--- config.mk ---
export PLATFORM = sky130hd
export DESIGN_NAME = arp_cache_responder
export DESIGN_NICKNAME = d
export VERILOG_FILES = /design/src/hw/rtl/arpc_pkg.sv /design/src/hw/rtl/arpc_ctrl.sv /design/src/hw/rtl/arpc_dp.sv /design/src/hw/rtl/arp_cache_responder.sv
export VERILOG_INCLUDE_DIRS = /design/src /design/src/hw/rtl
export SDC_FILE = /design/constraint.sdc
export NUM_CORES = 1
export LEC_CHECK = 0
export ABC_AREA = 1
export BUFFER_PORTS_ARGS = -buffer_cell sky130_fd_sc_hd__buf_2
export CAP_MARGIN = 40
export CORE_UTILIZATION = 50
export DETAILED_ROUTE_END_ITERATION = 6
export PLACE_DENSITY = 0.79
export SYNTH_ARGS = -nofsm -noshare
export SYNTH_HDL_FRONTEND = slang
export SYNTH_SLANG_ARGS = --single-unit
--- constraint.sdc ---
create_clock -name clk -period 22 [get_ports clk]
set_input_delay 0 -clock clk [delete_from_list [all_inputs] [get_ports clk]]
set_output_delay 0 -clock clk [all_outputs]
set_load 0.05 [all_outputs]
--- src/hw/rtl/assert_macros.svh ---
// Assertion helpers shared by the RTL files.
// Every check is clocked on the rising edge and held off while reset is active.
`ifndef ASSERT_MACROS_SVH
`define ASSERT_MACROS_SVH

// The property must hold at every clock edge.
`define ASSERT_ALWAYS(label, clk, rst_n, prop, msg) \
    label: assert property (@(posedge clk) disable iff (!rst_n) (prop)) else $error(msg);

// When the antecedent holds, the consequent must hold in the same cycle.
`define ASSERT_SAME(label, clk, rst_n, ante, cons, msg) \
    label: assert property (@(posedge clk) disable iff (!rst_n) (ante) |-> (cons)) \
        else $error(msg);

// When the antecedent holds, the consequent must hold in the following cycle.
`define ASSERT_NEXT(label, clk, rst_n, ante, cons, msg) \
    label: assert property (@(posedge clk) disable iff (!rst_n) (ante) |=> (cons)) \
        else $error(msg);

`endif

--- src/hw/rtl/arpc_pkg.sv ---
`timescale 1ns / 1ps

package arpc_pkg;

    localparam int DEFAULT_CACHE_ENTRIES = 8;

    // Smallest ARP packet that carries a full IPv4 binding.
    localparam logic [15:0] MIN_PKT_LEN = 16'd28;

    // Operation codes of an input item.
    localparam logic [1:0] OP_RX     = 2'd0;
    localparam logic [1:0] OP_LOOKUP = 2'd1;
    localparam logic [1:0] OP_SEND   = 2'd2;

    // Opcode of a received packet.
    localparam logic [15:0] PKT_OP_REQUEST = 16'd1;

    // Opcodes of an outgoing frame.
    localparam logic [1:0] FRAME_OP_REQUEST = 2'd1;
    localparam logic [1:0] FRAME_OP_REPLY   = 2'd2;

    // Result kinds.
    localparam logic [1:0] KIND_NONE    = 2'd0;
    localparam logic [1:0] KIND_REPLY   = 2'd1;
    localparam logic [1:0] KIND_REQUEST = 2'd2;
    localparam logic [1:0] KIND_LOOKUP  = 2'd3;

    // Configuration register indexes.
    localparam int CFG_IDX_W = 1;
    localparam logic [CFG_IDX_W-1:0] REG_OWN_IP  = 1'd0;
    localparam logic [CFG_IDX_W-1:0] REG_OWN_MAC = 1'd1;

    localparam logic [47:0] BROADCAST_MAC = 48'hFFFF_FFFF_FFFF;

    // Commands from the controller to the datapath.
    typedef struct packed {
        logic load;  // capture the input beat
        logic exec;  // update the cache and load the output register
    } arpc_cmd_t;

endpackage

--- src/hw/rtl/arpc_ctrl.sv ---
`timescale 1ns / 1ps
`include "assert_macros.svh"

module arpc_ctrl
    import arpc_pkg::*;
(
    input  logic      clk,
    input  logic      rst_n,
    input  logic      in_valid,
    output logic      in_stall,
    output logic      out_valid,
    input  logic      out_stall,
    output arpc_cmd_t cmd
);

    typedef enum logic {
        S_IDLE,
        S_EXEC
    } state_t;

    state_t state_reg, state_next;
    logic   out_valid_reg, out_valid_next;

    assign in_stall  = (state_reg == S_EXEC);
    assign out_valid = out_valid_reg;

    always_comb
    begin
        cmd.load = in_valid && (state_reg == S_IDLE);
        // The held item executes once the output register is free or drains now.
        cmd.exec = (state_reg == S_EXEC) && (!out_valid_reg || !out_stall);

        state_next     = state_reg;
        out_valid_next = out_valid_reg && out_stall;
        if (cmd.exec)
        begin
            out_valid_next = 1'b1;
        end

        case (state_reg)
            S_IDLE:
            begin
                if (cmd.load)
                begin
                    state_next = S_EXEC;
                end
            end
            S_EXEC:
            begin
                if (cmd.exec)
                begin
                    state_next = S_IDLE;
                end
            end
            default:
            begin
                state_next = S_IDLE;
            end
        endcase
    end

    always_ff @(posedge clk or negedge rst_n)
    begin
        if (!rst_n)
        begin
            state_reg     <= S_IDLE;
            out_valid_reg <= 1'b0;
        end
        else
        begin
            state_reg     <= state_next;
            out_valid_reg <= out_valid_next;
        end
    end

    `ASSERT_NEXT(a_load_goes_exec, clk, rst_n, cmd.load, state_reg == S_EXEC, "load did not enter execute")
    `ASSERT_NEXT(a_exec_gives_beat, clk, rst_n, cmd.exec, out_valid_reg, "execute produced no output beat")

endmodule

--- src/hw/rtl/arpc_dp.sv ---
`timescale 1ns / 1ps
`include "assert_macros.svh"

module arpc_dp
    import arpc_pkg::*;
#(
    parameter int CACHE_ENTRIES = DEFAULT_CACHE_ENTRIES
)
(
    input  logic                 clk,
    input  logic                 rst_n,
    input  arpc_cmd_t            cmd,
    input  logic                 cfg_write,
    input  logic [CFG_IDX_W-1:0] cfg_index,
    input  logic [47:0]          cfg_data,
    input  logic [1:0]           operation,
    input  logic [15:0]          pkt_length,
    input  logic [15:0]          pkt_opcode,
    input  logic [31:0]          sender_ip,
    input  logic [47:0]          sender_mac,
    input  logic [31:0]          target_ip,
    input  logic [31:0]          query_ip,
    output logic [1:0]           result_kind,
    output logic [1:0]           frame_opcode,
    output logic [47:0]          frame_dest_mac,
    output logic [47:0]          frame_target_mac,
    output logic [31:0]          frame_target_ip,
    output logic                 found,
    output logic [47:0]          found_mac
);

    localparam int IDX_W = $clog2(CACHE_ENTRIES);
    localparam logic [IDX_W-1:0] LAST_IDX = IDX_W'(CACHE_ENTRIES - 1);

    // Configuration.
    logic [31:0] own_ip_reg;
    logic [47:0] own_mac_reg;

    // Held input item.
    logic [1:0]  op_reg;
    logic [15:0] len_reg;
    logic [15:0] opc_reg;
    logic [31:0] sip_reg;
    logic [47:0] smac_reg;
    logic [31:0] tip_reg;
    logic [31:0] qip_reg;

    // Cache.
    logic [31:0]              entry_ip_reg  [CACHE_ENTRIES];
    logic [47:0]              entry_mac_reg [CACHE_ENTRIES];
    logic [CACHE_ENTRIES-1:0] entry_valid_reg;
    logic [IDX_W-1:0]         victim_reg, victim_next;

    // Output register.
    logic [1:0]  kind_reg, kind_next;
    logic [1:0]  fop_reg, fop_next;
    logic [47:0] dmac_reg, dmac_next;
    logic [47:0] tmac_reg, tmac_next;
    logic [31:0] tip_out_reg, tip_out_next;
    logic        found_reg, found_next;
    logic [47:0] fmac_reg, fmac_next;

    logic [31:0]              key;
    logic [CACHE_ENTRIES-1:0] match;
    logic [CACHE_ENTRIES-1:0] wr_vec;
    logic                     hit_any, free_any, do_write;
    logic [IDX_W-1:0]         hit_idx, free_idx, slot;

    assign key = (op_reg == OP_RX) ? sip_reg : qip_reg;

    always_comb
    begin
        hit_any  = 1'b0;
        hit_idx  = '0;
        free_any = 1'b0;
        free_idx = '0;
        for (int i = 0; i < CACHE_ENTRIES; i++)
        begin
            match[i] = entry_valid_reg[i] && (entry_ip_reg[i] == key);
        end
        // Lowest matching entry wins.
        for (int i = CACHE_ENTRIES - 1; i >= 0; i--)
        begin
            if (match[i])
            begin
                hit_any = 1'b1;
                hit_idx = IDX_W'(i);
            end
        end
        // Highest free entry wins.
        for (int i = 0; i < CACHE_ENTRIES; i++)
        begin
            if (!entry_valid_reg[i])
            begin
                free_any = 1'b1;
                free_idx = IDX_W'(i);
            end
        end
    end

    always_comb
    begin
        if (hit_any)
        begin
            slot = hit_idx;
        end
        else if (free_any)
        begin
            slot = free_idx;
        end
        else
        begin
            slot = victim_reg;
        end

        do_write = cmd.exec && (op_reg == OP_RX) && (len_reg >= MIN_PKT_LEN);
        for (int i = 0; i < CACHE_ENTRIES; i++)
        begin
            wr_vec[i] = do_write && (slot == IDX_W'(i));
        end

        victim_next = victim_reg;
        if (do_write && !hit_any && !free_any)
        begin
            victim_next = (victim_reg == LAST_IDX) ? '0 : victim_reg + 1'b1;
        end

        kind_next    = KIND_NONE;
        fop_next     = '0;
        dmac_next    = '0;
        tmac_next    = '0;
        tip_out_next = '0;
        found_next   = 1'b0;
        fmac_next    = '0;
        case (op_reg)
            OP_RX:
            begin
                if ((len_reg >= MIN_PKT_LEN) && (opc_reg == PKT_OP_REQUEST)
                    && (tip_reg == own_ip_reg))
                begin
                    kind_next    = KIND_REPLY;
                    fop_next     = FRAME_OP_REPLY;
                    dmac_next    = smac_reg;
                    tmac_next    = smac_reg;
                    tip_out_next = sip_reg;
                end
            end
            OP_LOOKUP:
            begin
                kind_next = KIND_LOOKUP;
                if (hit_any)
                begin
                    found_next = 1'b1;
                    fmac_next  = entry_mac_reg[hit_idx];
                end
            end
            OP_SEND:
            begin
                kind_next    = KIND_REQUEST;
                fop_next     = FRAME_OP_REQUEST;
                dmac_next    = BROADCAST_MAC;
                tmac_next    = BROADCAST_MAC;
                tip_out_next = qip_reg;
            end
            default:
            begin
                kind_next = KIND_NONE;
            end
        endcase
    end

    always_ff @(posedge clk or negedge rst_n)
    begin
        if (!rst_n)
        begin
            own_ip_reg      <= '0;
            own_mac_reg     <= '0;
            entry_valid_reg <= '0;
            victim_reg      <= '0;
        end
        else
        begin
            if (cfg_write)
            begin
                case (cfg_index)
                    REG_OWN_IP:  own_ip_reg  <= cfg_data[31:0];
                    REG_OWN_MAC: own_mac_reg <= cfg_data;
                    default:     own_ip_reg  <= own_ip_reg;
                endcase
            end
            entry_valid_reg <= entry_valid_reg | wr_vec;
            victim_reg      <= victim_next;
        end
    end

    always_ff @(posedge clk)
    begin
        if (cmd.load)
        begin
            op_reg   <= operation;
            len_reg  <= pkt_length;
            opc_reg  <= pkt_opcode;
            sip_reg  <= sender_ip;
            smac_reg <= sender_mac;
            tip_reg  <= target_ip;
            qip_reg  <= query_ip;
        end
        for (int i = 0; i < CACHE_ENTRIES; i++)
        begin
            if (wr_vec[i])
            begin
                entry_ip_reg[i]  <= sip_reg;
                entry_mac_reg[i] <= smac_reg;
            end
        end
        if (cmd.exec)
        begin
            kind_reg    <= kind_next;
            fop_reg     <= fop_next;
            dmac_reg    <= dmac_next;
            tmac_reg    <= tmac_next;
            tip_out_reg <= tip_out_next;
            found_reg   <= found_next;
            fmac_reg    <= fmac_next;
        end
    end

    assign result_kind      = kind_reg;
    assign frame_opcode     = fop_reg;
    assign frame_dest_mac   = dmac_reg;
    assign frame_target_mac = tmac_reg;
    assign frame_target_ip  = tip_out_reg;
    assign found            = found_reg;
    assign found_mac        = fmac_reg;

    // The own MAC is part of every outgoing frame downstream; keep it observable here.
    logic own_mac_unused;
    assign own_mac_unused = ^own_mac_reg;

    `ASSERT_ALWAYS(a_single_write, clk, rst_n, $onehot0(wr_vec), "more than one cache entry written")
    `ASSERT_SAME(a_hit_matches, clk, rst_n, hit_any, match[hit_idx], "hit index does not match")

endmodule

--- src/hw/rtl/arp_cache_responder.sv ---
`timescale 1ns / 1ps
// Channel   Direction   Beat contents
// -------   ---------   -------------------------------------------------------------
// in        sink        operation, pkt_length, pkt_opcode, sender/target IP and MAC,
//                       query_ip
// out       source      result_kind, frame fields, found, found_mac
// cfg       sink        cfg_index selects own_ip (0) or own_mac (1), cfg_data
//
// Every input beat gives exactly one output beat. An item is first captured;
// then, in the execute cycle, all cache entries are compared in parallel,
// the slot is chosen, the cache is written and the output register is
// loaded. The output register lets the next beat be captured while a
// result is still stalled; the execute cycle then waits for it.
// Reset clears the valid bits, the victim pointer and the configuration;
// no clearing pass is needed.

module arp_cache_responder
    import arpc_pkg::*;
#(
    parameter int CACHE_ENTRIES = DEFAULT_CACHE_ENTRIES
)
(
    input  logic                 clk,
    input  logic                 rst_n,
    input  logic                 cfg_write,
    input  logic [CFG_IDX_W-1:0] cfg_index,
    input  logic [47:0]          cfg_data,
    input  logic                 in_valid,
    output logic                 in_stall,
    input  logic [1:0]           operation,
    input  logic [15:0]          pkt_length,
    input  logic [15:0]          pkt_opcode,
    input  logic [31:0]          sender_ip,
    input  logic [47:0]          sender_mac,
    input  logic [31:0]          target_ip,
    input  logic [31:0]          query_ip,
    output logic                 out_valid,
    input  logic                 out_stall,
    output logic [1:0]           result_kind,
    output logic [1:0]           frame_opcode,
    output logic [47:0]          frame_dest_mac,
    output logic [47:0]          frame_target_mac,
    output logic [31:0]          frame_target_ip,
    output logic                 found,
    output logic [47:0]          found_mac
);

    // Controller and datapath exchange only the command struct.
    arpc_cmd_t cmd;

    arpc_ctrl u_ctrl (
        .clk       (clk),
        .rst_n     (rst_n),
        .in_valid  (in_valid),
        .in_stall  (in_stall),
        .out_valid (out_valid),
        .out_stall (out_stall),
        .cmd       (cmd)
    );

    arpc_dp #(
        .CACHE_ENTRIES (CACHE_ENTRIES)
    ) u_dp (
        .clk              (clk),
        .rst_n            (rst_n),
        .cmd              (cmd),
        .cfg_write        (cfg_write),
        .cfg_index        (cfg_index),
        .cfg_data         (cfg_data),
        .operation        (operation),
        .pkt_length       (pkt_length),
        .pkt_opcode       (pkt_opcode),
        .sender_ip        (sender_ip),
        .sender_mac       (sender_mac),
        .target_ip        (target_ip),
        .query_ip         (query_ip),
        .result_kind      (result_kind),
        .frame_opcode     (frame_opcode),
        .frame_dest_mac   (frame_dest_mac),
        .frame_target_mac (frame_target_mac),
        .frame_target_ip  (frame_target_ip),
        .found            (found),
        .found_mac        (found_mac)
    );

endmodule

# Yosys cells after proc, flatten, opt, wreduce, memory -nomap -nowiden
# Memories as Yosys holds them, arrays and structs flattened. A register that Yosys moved wholly into a read port is not among the register bits.
# Cells that the tools add are included.
[word_totals] mem_count=2 in_bits=232 latch_bits=0 mem_bits_rw=640 word_cells=199 rom_bits=0 output_inout_bits=183 regBits=308
[mem_list] memory="u_dp.entry_mac_reg" depth=8 width=48 read_ports=1 rd_clocked_by_memory_dff=1 wr=1 line_no="arpc_dp.sv:50" rtl="logic [47:0] entry_mac_reg [CACHE_ENTRIES];"
[mem_list] memory="u_dp.entry_ip_reg" depth=8 width=32 read_ports=8 rd_clocked_by_memory_dff=0 wr=1 line_no="arpc_dp.sv:49" rtl="logic [31:0] entry_ip_reg [CACHE_ENTRIES];"
[op_classes] n_eq_ne=20 reduce_logical=49 bitwise_logic=3 order_cmp=1 mux=106 div=0 shifts=0 addsub=1 n_mul=0
[op_table] op="$mux 48" n=8
[op_table] op="$reduce_or 48->1" n=7
[op_table] op="$eq 32x32->1" n=9
[op_table] op="$mux 32" n=9
[op_table] op="$reduce_or 32->1" n=7
[op_table] op="$pmux 48 s2" n=1
[op_table] op="$mux 3" n=29
[op_table] op="$pmux 32 s2" n=1
[op_table] op="$mux 1" n=52
[op_table] op="$logic_and 1x1->1" n=25
[op_table] op="$eq 16x1->1 const B" n=1
[op_table] op="$ge 16x5->1 const B" n=1
[op_table] op="$eq 3x3->1 const B" n=5
[op_table] op="$or 8x8->8" n=1
[op_table] op="$eq 3x2->1 const B" n=2
[op_table] op="$mux 2" n=3
[op_table] op="$pmux 2 s3" n=1
[op_table] op="$logic_not 1->1" n=5
[op_table] op="$pmux 2 s2" n=1
[op_table] op="$reduce_and 2->1" n=2
[op_table] op="$add 3x1->3 const B" n=1
[op_table] op="$eq 3x1->1 const B" n=1
[op_table] op="$logic_not 3->1" n=1
[op_table] op="$eq 2x1->1 const B" n=1
[op_table] op="other kinds (5)" n=6

# Depth between registers and ports, before layout
[logic_depth] word_depth=25 ltp_mapped=29 mapped_depth_nobuf=25

# Modules after synthesis
# Synthesis repeated with hierarchy kept, for this count alone.
[unflattened] cells_unflattened=3665 hier_area_um2=42045.3
[by_module_without_submodules] mod="arpc_dp" cells_each=3655 seq_area_each_um2=29573.4 n_inst=1 area_each_um2=41962.7
[by_module_without_submodules] mod="arpc_ctrl" cells_each=10 seq_area_each_um2=50.0 n_inst=1 area_each_um2=82.6

# Least setup slack after synthesis
# No wires, ideal clock.
[synth_path] path_kind="register to register" from="reg u_ctrl.state_reg (netlist: u_ctrl.in_stall)" to="mem u_dp.entry_ip_reg[2][0] (netlist: u_dp.entry_ip_reg[0][64]) (enable)" period_less_slack_ns=12.832 path_buffers=0 setup_slack_ns=9.168 path_stages_with_launch=5 setup_ns=0.519 t_arrival_ns=12.313 required_time_ns=21.481 path_cell_list="dfrtp_1 inv_1 a21oi_1 nand4_1 nor2_1"
[synth_lines] item="from (decl)" line_no="arpc_ctrl.sv:21" rtl="state_t state_reg, state_next;"
[synth_lines] item="from (signal assigned)" line_no="arpc_ctrl.sv:71" rtl="state_reg <= state_next;"
[synth_lines] item="to (decl)" line_no="arpc_dp.sv:49"

# Final worst setup path
[layout_path] from="reg u_dp.op_reg[0]" to="mem u_dp.entry_mac_reg[4][38] (enable)"
[layout_via] word_cells_on_any_way=90 classes_between="15 x eq/ne; 48 x mux; 27 x reduce/logical"
[layout_lines] item="from (decl)" line_no="arpc_dp.sv:40" rtl="logic [1:0] op_reg;"
[layout_lines] item="from (signal assigned)" line_no="arpc_dp.sv:200" rtl="op_reg <= operation;"
[layout_lines] item="$logic_not 2->1 (*)" line_no="arpc_dp.sv:69, arpc_dp.sv:116"
[layout_lines] item="$mux 32" line_no="arpc_dp.sv:69" rtl="assign key = (op_reg == OP_RX) ? sip_reg : qip_reg;"
[layout_lines] item="$eq 32x32->1" line_no="arpc_dp.sv:79" rtl="match[i] = entry_valid_reg[i] && (entry_ip_reg[i] == key);"
[layout_lines] item="$logic_and 1x1->1" line_no="arpc_dp.sv:79"
[layout_lines] item="$mux 3 / $mux 1 (equally long branches) (8 in series)" line_no="arpc_dp.sv:84" rtl="if (match[i])"
[layout_lines] item="$mux 3" line_no="arpc_dp.sv:103" rtl="if (hit_any)"
[layout_lines] item="$eq 3x3->1" line_no="arpc_dp.sv:119" rtl="wr_vec[i] = do_write && (slot == IDX_W'(i));"
[layout_lines] item="$logic_and 1x1->1 (*)" line_no="arpc_dp.sv:119"
[layout_lines] item="named net u_dp.wr_vec[4]" line_no="arpc_dp.sv:65" rtl="logic [CACHE_ENTRIES-1:0] wr_vec;"
[layout_lines] item="$mux 1 (*)" line_no="arpc_dp.sv:210" rtl="if (wr_vec[i])"
[layout_lines] item="$mux 1 (implied by the code) (*)" line_no="arpc_dp.sv:213" rtl="entry_mac_reg[i] <= smac_reg;"
[layout_lines] item="$reduce_or 48->1 (no line)"
[layout_lines] item="$mux 3 (no line) / $mux 1 (equally long branches) (4 in series)"
[layout_lines] item="to (decl)" line_no="arpc_dp.sv:50"
# Mark *: on every way through the listed nets, which the timed path passes. The rest lies on a longest branch.

==> results.json <==
{
  "fin_setup_tns_ns": 0,
  "worstPathMaxFanout": 134,
  "synth_xor_area_share_pct": 2.07,
  "yosysTopAreaCellShare_pct": 68.0,
  "p_leak_nw": 21.2,
  "layout_commonest_cell": "edfxtp_1",
  "vias": 30500,
  "multiInputGateArea_um2": 9740,
  "required_ns": 22.33,
  "min_path_type": "input pin to flop",
  "swShare_pct": 26.7,
  "drc": 0,
  "pwr-share-comb_pct": 11.9,
  "cts_max_level": 3,
  "power.density_nw_per_um2": 89.1,
  "slew_viol_final": 0,
  "r2r_start": "u_dp.op_reg[0]$_DFFE_PP_",
  "seqPwrFrac_pct": 49.9,
  "crit_type": "flop to flop",
  "synth_compound_area_share_pct": 2.43,
  "clk_pin_slew_ns": 0.07,
  "drive_above_1_share_pct": 15.7,
  "tightestPinTransition_ns": 0.904,
  "cap_violations": 0,
  "ys_ff_latch": 994,
  "crit_end": "u_dp.entry_mac_reg[4][38]$_DFFE_PP_",
  "detail_route.wl_per_cell_um": 21.9,
  "chipHeight_um": 291,
  "cp_common_cell": "nand2_1",
  "synth-simple-area-share_pct": 17.7,
  "outcome": "finished, final reports clean",
  "cts_buffer_depth": 3,
  "cp_cell_sequence": "inv_1 > ha_1 > buf_4 > inv_2 > nand2_1 > nand2_1 > inv_1 > nor2_1 > nor3_1 > nand4_1 > nor2_1 > nand4_1 > nand2_1 > nand2_4 > nand2_8 > nand3_1 > nor2_4 > buf_4 > buf_16",
  "dieArea_um2": 85000,
  "hold_violations": 0,
  "ant_nets": 0,
  "r2r_cells": 19,
  "seq_area_frac_synth_pct": 70.7,
  "grt_pass1_vias": 30200,
  "max_stage_delay_ns": 0.81,
  "insertion_delay_ns": 0.69,
  "cp_slowest_cell": "nand2_8",
  "rsz0062_at_grt": "false",
  "peakVddDrop_v": 0.0000725,
  "synthMuxAreaShare_pct": 0.537,
  "grt_max_degree": 135,
  "fmax_ghz": 0.137,
  "skew_ns": 0.0586,
  "async_reset_ff_share_pct": 4.53,
  "drt-total-wl_um": 120000,
  "grtUsageTotal_pct": 27.9,
  "cts_num_sinks": 994,
  "fin_crit_ns": 7.32,
  "path_delay_family": "simple AND/OR/NAND/NOR gates",
  "setup_viol": 0,
  "cts_made_buffers": 101,
  "wl_met2_um": 58400,
  "synth-main-ff-cell": "edfxtp_1",
  "rows": 105,
  "top_layer_used": "met5",
  "grt_pass1_wl_um": 178000,
  "p_sw_w": 0.00123,
  "regToRegEndpoint": "u_dp.entry_mac_reg[4][38]$_DFFE_PP_",
  "port-buffer-count": 396,
  "synth_adder_area_share_pct": 0.179,
  "cts_tree": "done",
  "routabilityCongestion": 0.914,
  "start_util_pct": 50.8,
  "ios": 415,
  "grt-ovfl-total": 0,
  "setup_slack_ns": 14.68,
  "nets": 4551,
  "syn_to_final_growth_pct": 23.0,
  "hpwlAfterDp_um": 67300,
  "syn_area_per_cell_um2": 11.6,
  "route.met3.wl_um": 12400,
  "root_buffer": "clkbuf_16",
  "cts-resized-gates": 0,
  "yosys_warnings": 0,
  "place_ws_ns": 14.83,
  "wl_met1_um": 43600,
  "post-synth-top-area-cell": "edfxtp_1",
  "critical_path_depth": 19,
  "synth_area_um2": 41900,
  "end_kind": "flop",
  "p_clk_share_pct": 38.2,
  "fillers": 5832,
  "p_int_w": 0.00336,
  "cp-start-kind": "flop",
  "finalCritPeriodShare_pct": 33.3,
  "total_power_w": 0.00459,
  "critPathArrivalTime_ns": 7.65,
  "synth_top_family_by_area": "simple AND/OR/NAND/NOR gates",
  "largest_reg_flops": 384,
  "cp_num_buf_inv": 6,
  "antenna_found_initial": 2,
  "die_w_um": 291,
  "vias_per_cell": 5.58,
  "syn_nets": 3866,
  "synth_edf_count": 949,
  "final_cell_mix": "edfxtp_1, nand2_1, inv_1",
  "core_area_um2": 82500,
  "critical_path.startpoint": "u_dp.op_reg[0]$_DFFE_PP_",
  "synthCells": 3628,
  "synth_area_leaders": "edfxtp_1, nand2_1, nand3_1, inv_1, nor2_1",
  "firstDrtPassIters": 6,
  "regArea_um2": 29600,
  "fin_util_pct": 62.5,
  "slew-limit-headroom_pct": 39.1,
  "drt_iter0_drc": 3597,
  "diodes": 0,
  "synth.distinct_cells": 48,
  "regToRegSetupSlack_ns": 14.68
}
-- worst reg2reg max path, stage by stage, from the launching register on --
cell,delay [ns]
edfxtp_1,0.44
inv_1,0.13
ha_1,0.15
buf_4,0.38
inv_2,0.46
nand2_1,0.21
nand2_1,0.26
inv_1,0.34
nor2_1,0.07
nor3_1,0.20
nand4_1,0.14
nor2_1,0.40
nand4_1,0.29
nand2_1,0.20
nand2_4,0.45
nand2_8,0.83
nand3_1,0.51
nor2_4,0.66
buf_4,0.54
buf_16,0.31
-- routing by layer --
metal / up-vias / global-route usage [%]
li1: 13600 / -
met1: 14500 / 34.8
met2: 2046 / 46.8
met3: 383 / 5.47
met4: 2 / 12.9
met5: - / 0
-- worst min path at each step --
stage            startpoint                              end  cells after the start
3_5_place_dp          rst_n  u_dp.own_ip_reg[16]$_DFFE_PN0P_                      2
3_3_place_gp          rst_n  u_dp.own_ip_reg[16]$_DFFE_PN0P_                      2
5_1_grt        query_ip[31]       u_dp.qip_reg[31]$_DFFE_PP_                      2
2_1_floorplan         rst_n        u_ctrl.in_stall$_DFF_PN0_                      0
4_1_cts        query_ip[10]       u_dp.qip_reg[10]$_DFFE_PP_                      2
6_report       query_ip[31]       u_dp.qip_reg[31]$_DFFE_PP_                      2
-- power groups by stage --
| stage | combinational, W | clock (W) | sequential [W] |
|---|---|---|---|
| after floorplan | 0.000239 | 0 | 0.00240 |
| after global placement | 0.000472 | 0 | 0.00232 |
| after detailed placement | 0.000484 | 0 | 0.00232 |
| after CTS | 0.000531 | 0.00176 | 0.00228 |
| after global routing | 0.000576 | 0.00184 | 0.00230 |
| final | 0.000546 | 0.00175 | 0.00229 |
-- timing repair --
item	4_1_cts	5_1_grt
hold buffers	317	0
setup buffers	0	0
hold endpoints to repair	269	0
-- through the flow --
stage | cell area (um^2) | instances | hold WS, ns
after floorplan | 41900 | 3628 | -0.296
after global placement | 44600 | 4949 | 0.177
after detailed placement | 45000 | 4963 | 0.178
after CTS | 51500 | 5468 | 0.000411
after global routing | 51500 | 5468 | 0.0000275
final | 51500 | 5468 | 0.0241
-- Yosys cell counts, types with 37 or more instances --
library cell,instances
clkbuf_1,58
dfrtp_1,45
buf_2,54
inv_1,437
edfxtp_1,949
nand3b_1,54
nand4_1,37
buf_4,59
nand2_1,864
nand3_1,341
xnor2_1,64
o21ai_0,39
nor2_1,328
-- layout make-up --
type                    count  share of cell area, %
multi-input cells        2005                   18.9
flip-flops and latches    994                   57.5
well taps                1070                   2.60
clock buffers             118                   5.09
clock inverters            70                   1.47
repair buffers            761                   11.2
inverters                 450                   3.29
-- cells by family (layout without fill, tap and decap cells) --
family | after synthesis | count (layout)
and+or+nand+nor | 1723 | 1723
DFF | 994 | 994
buffers and inverters | 629 | 1399
AOI/OAI and AO/OA | 157 | 157
xor gates and xnor gates | 99 | 99
muxes | 20 | 20
adders and majority gates | 6 | 6
(Power assumes the default switching activity.)
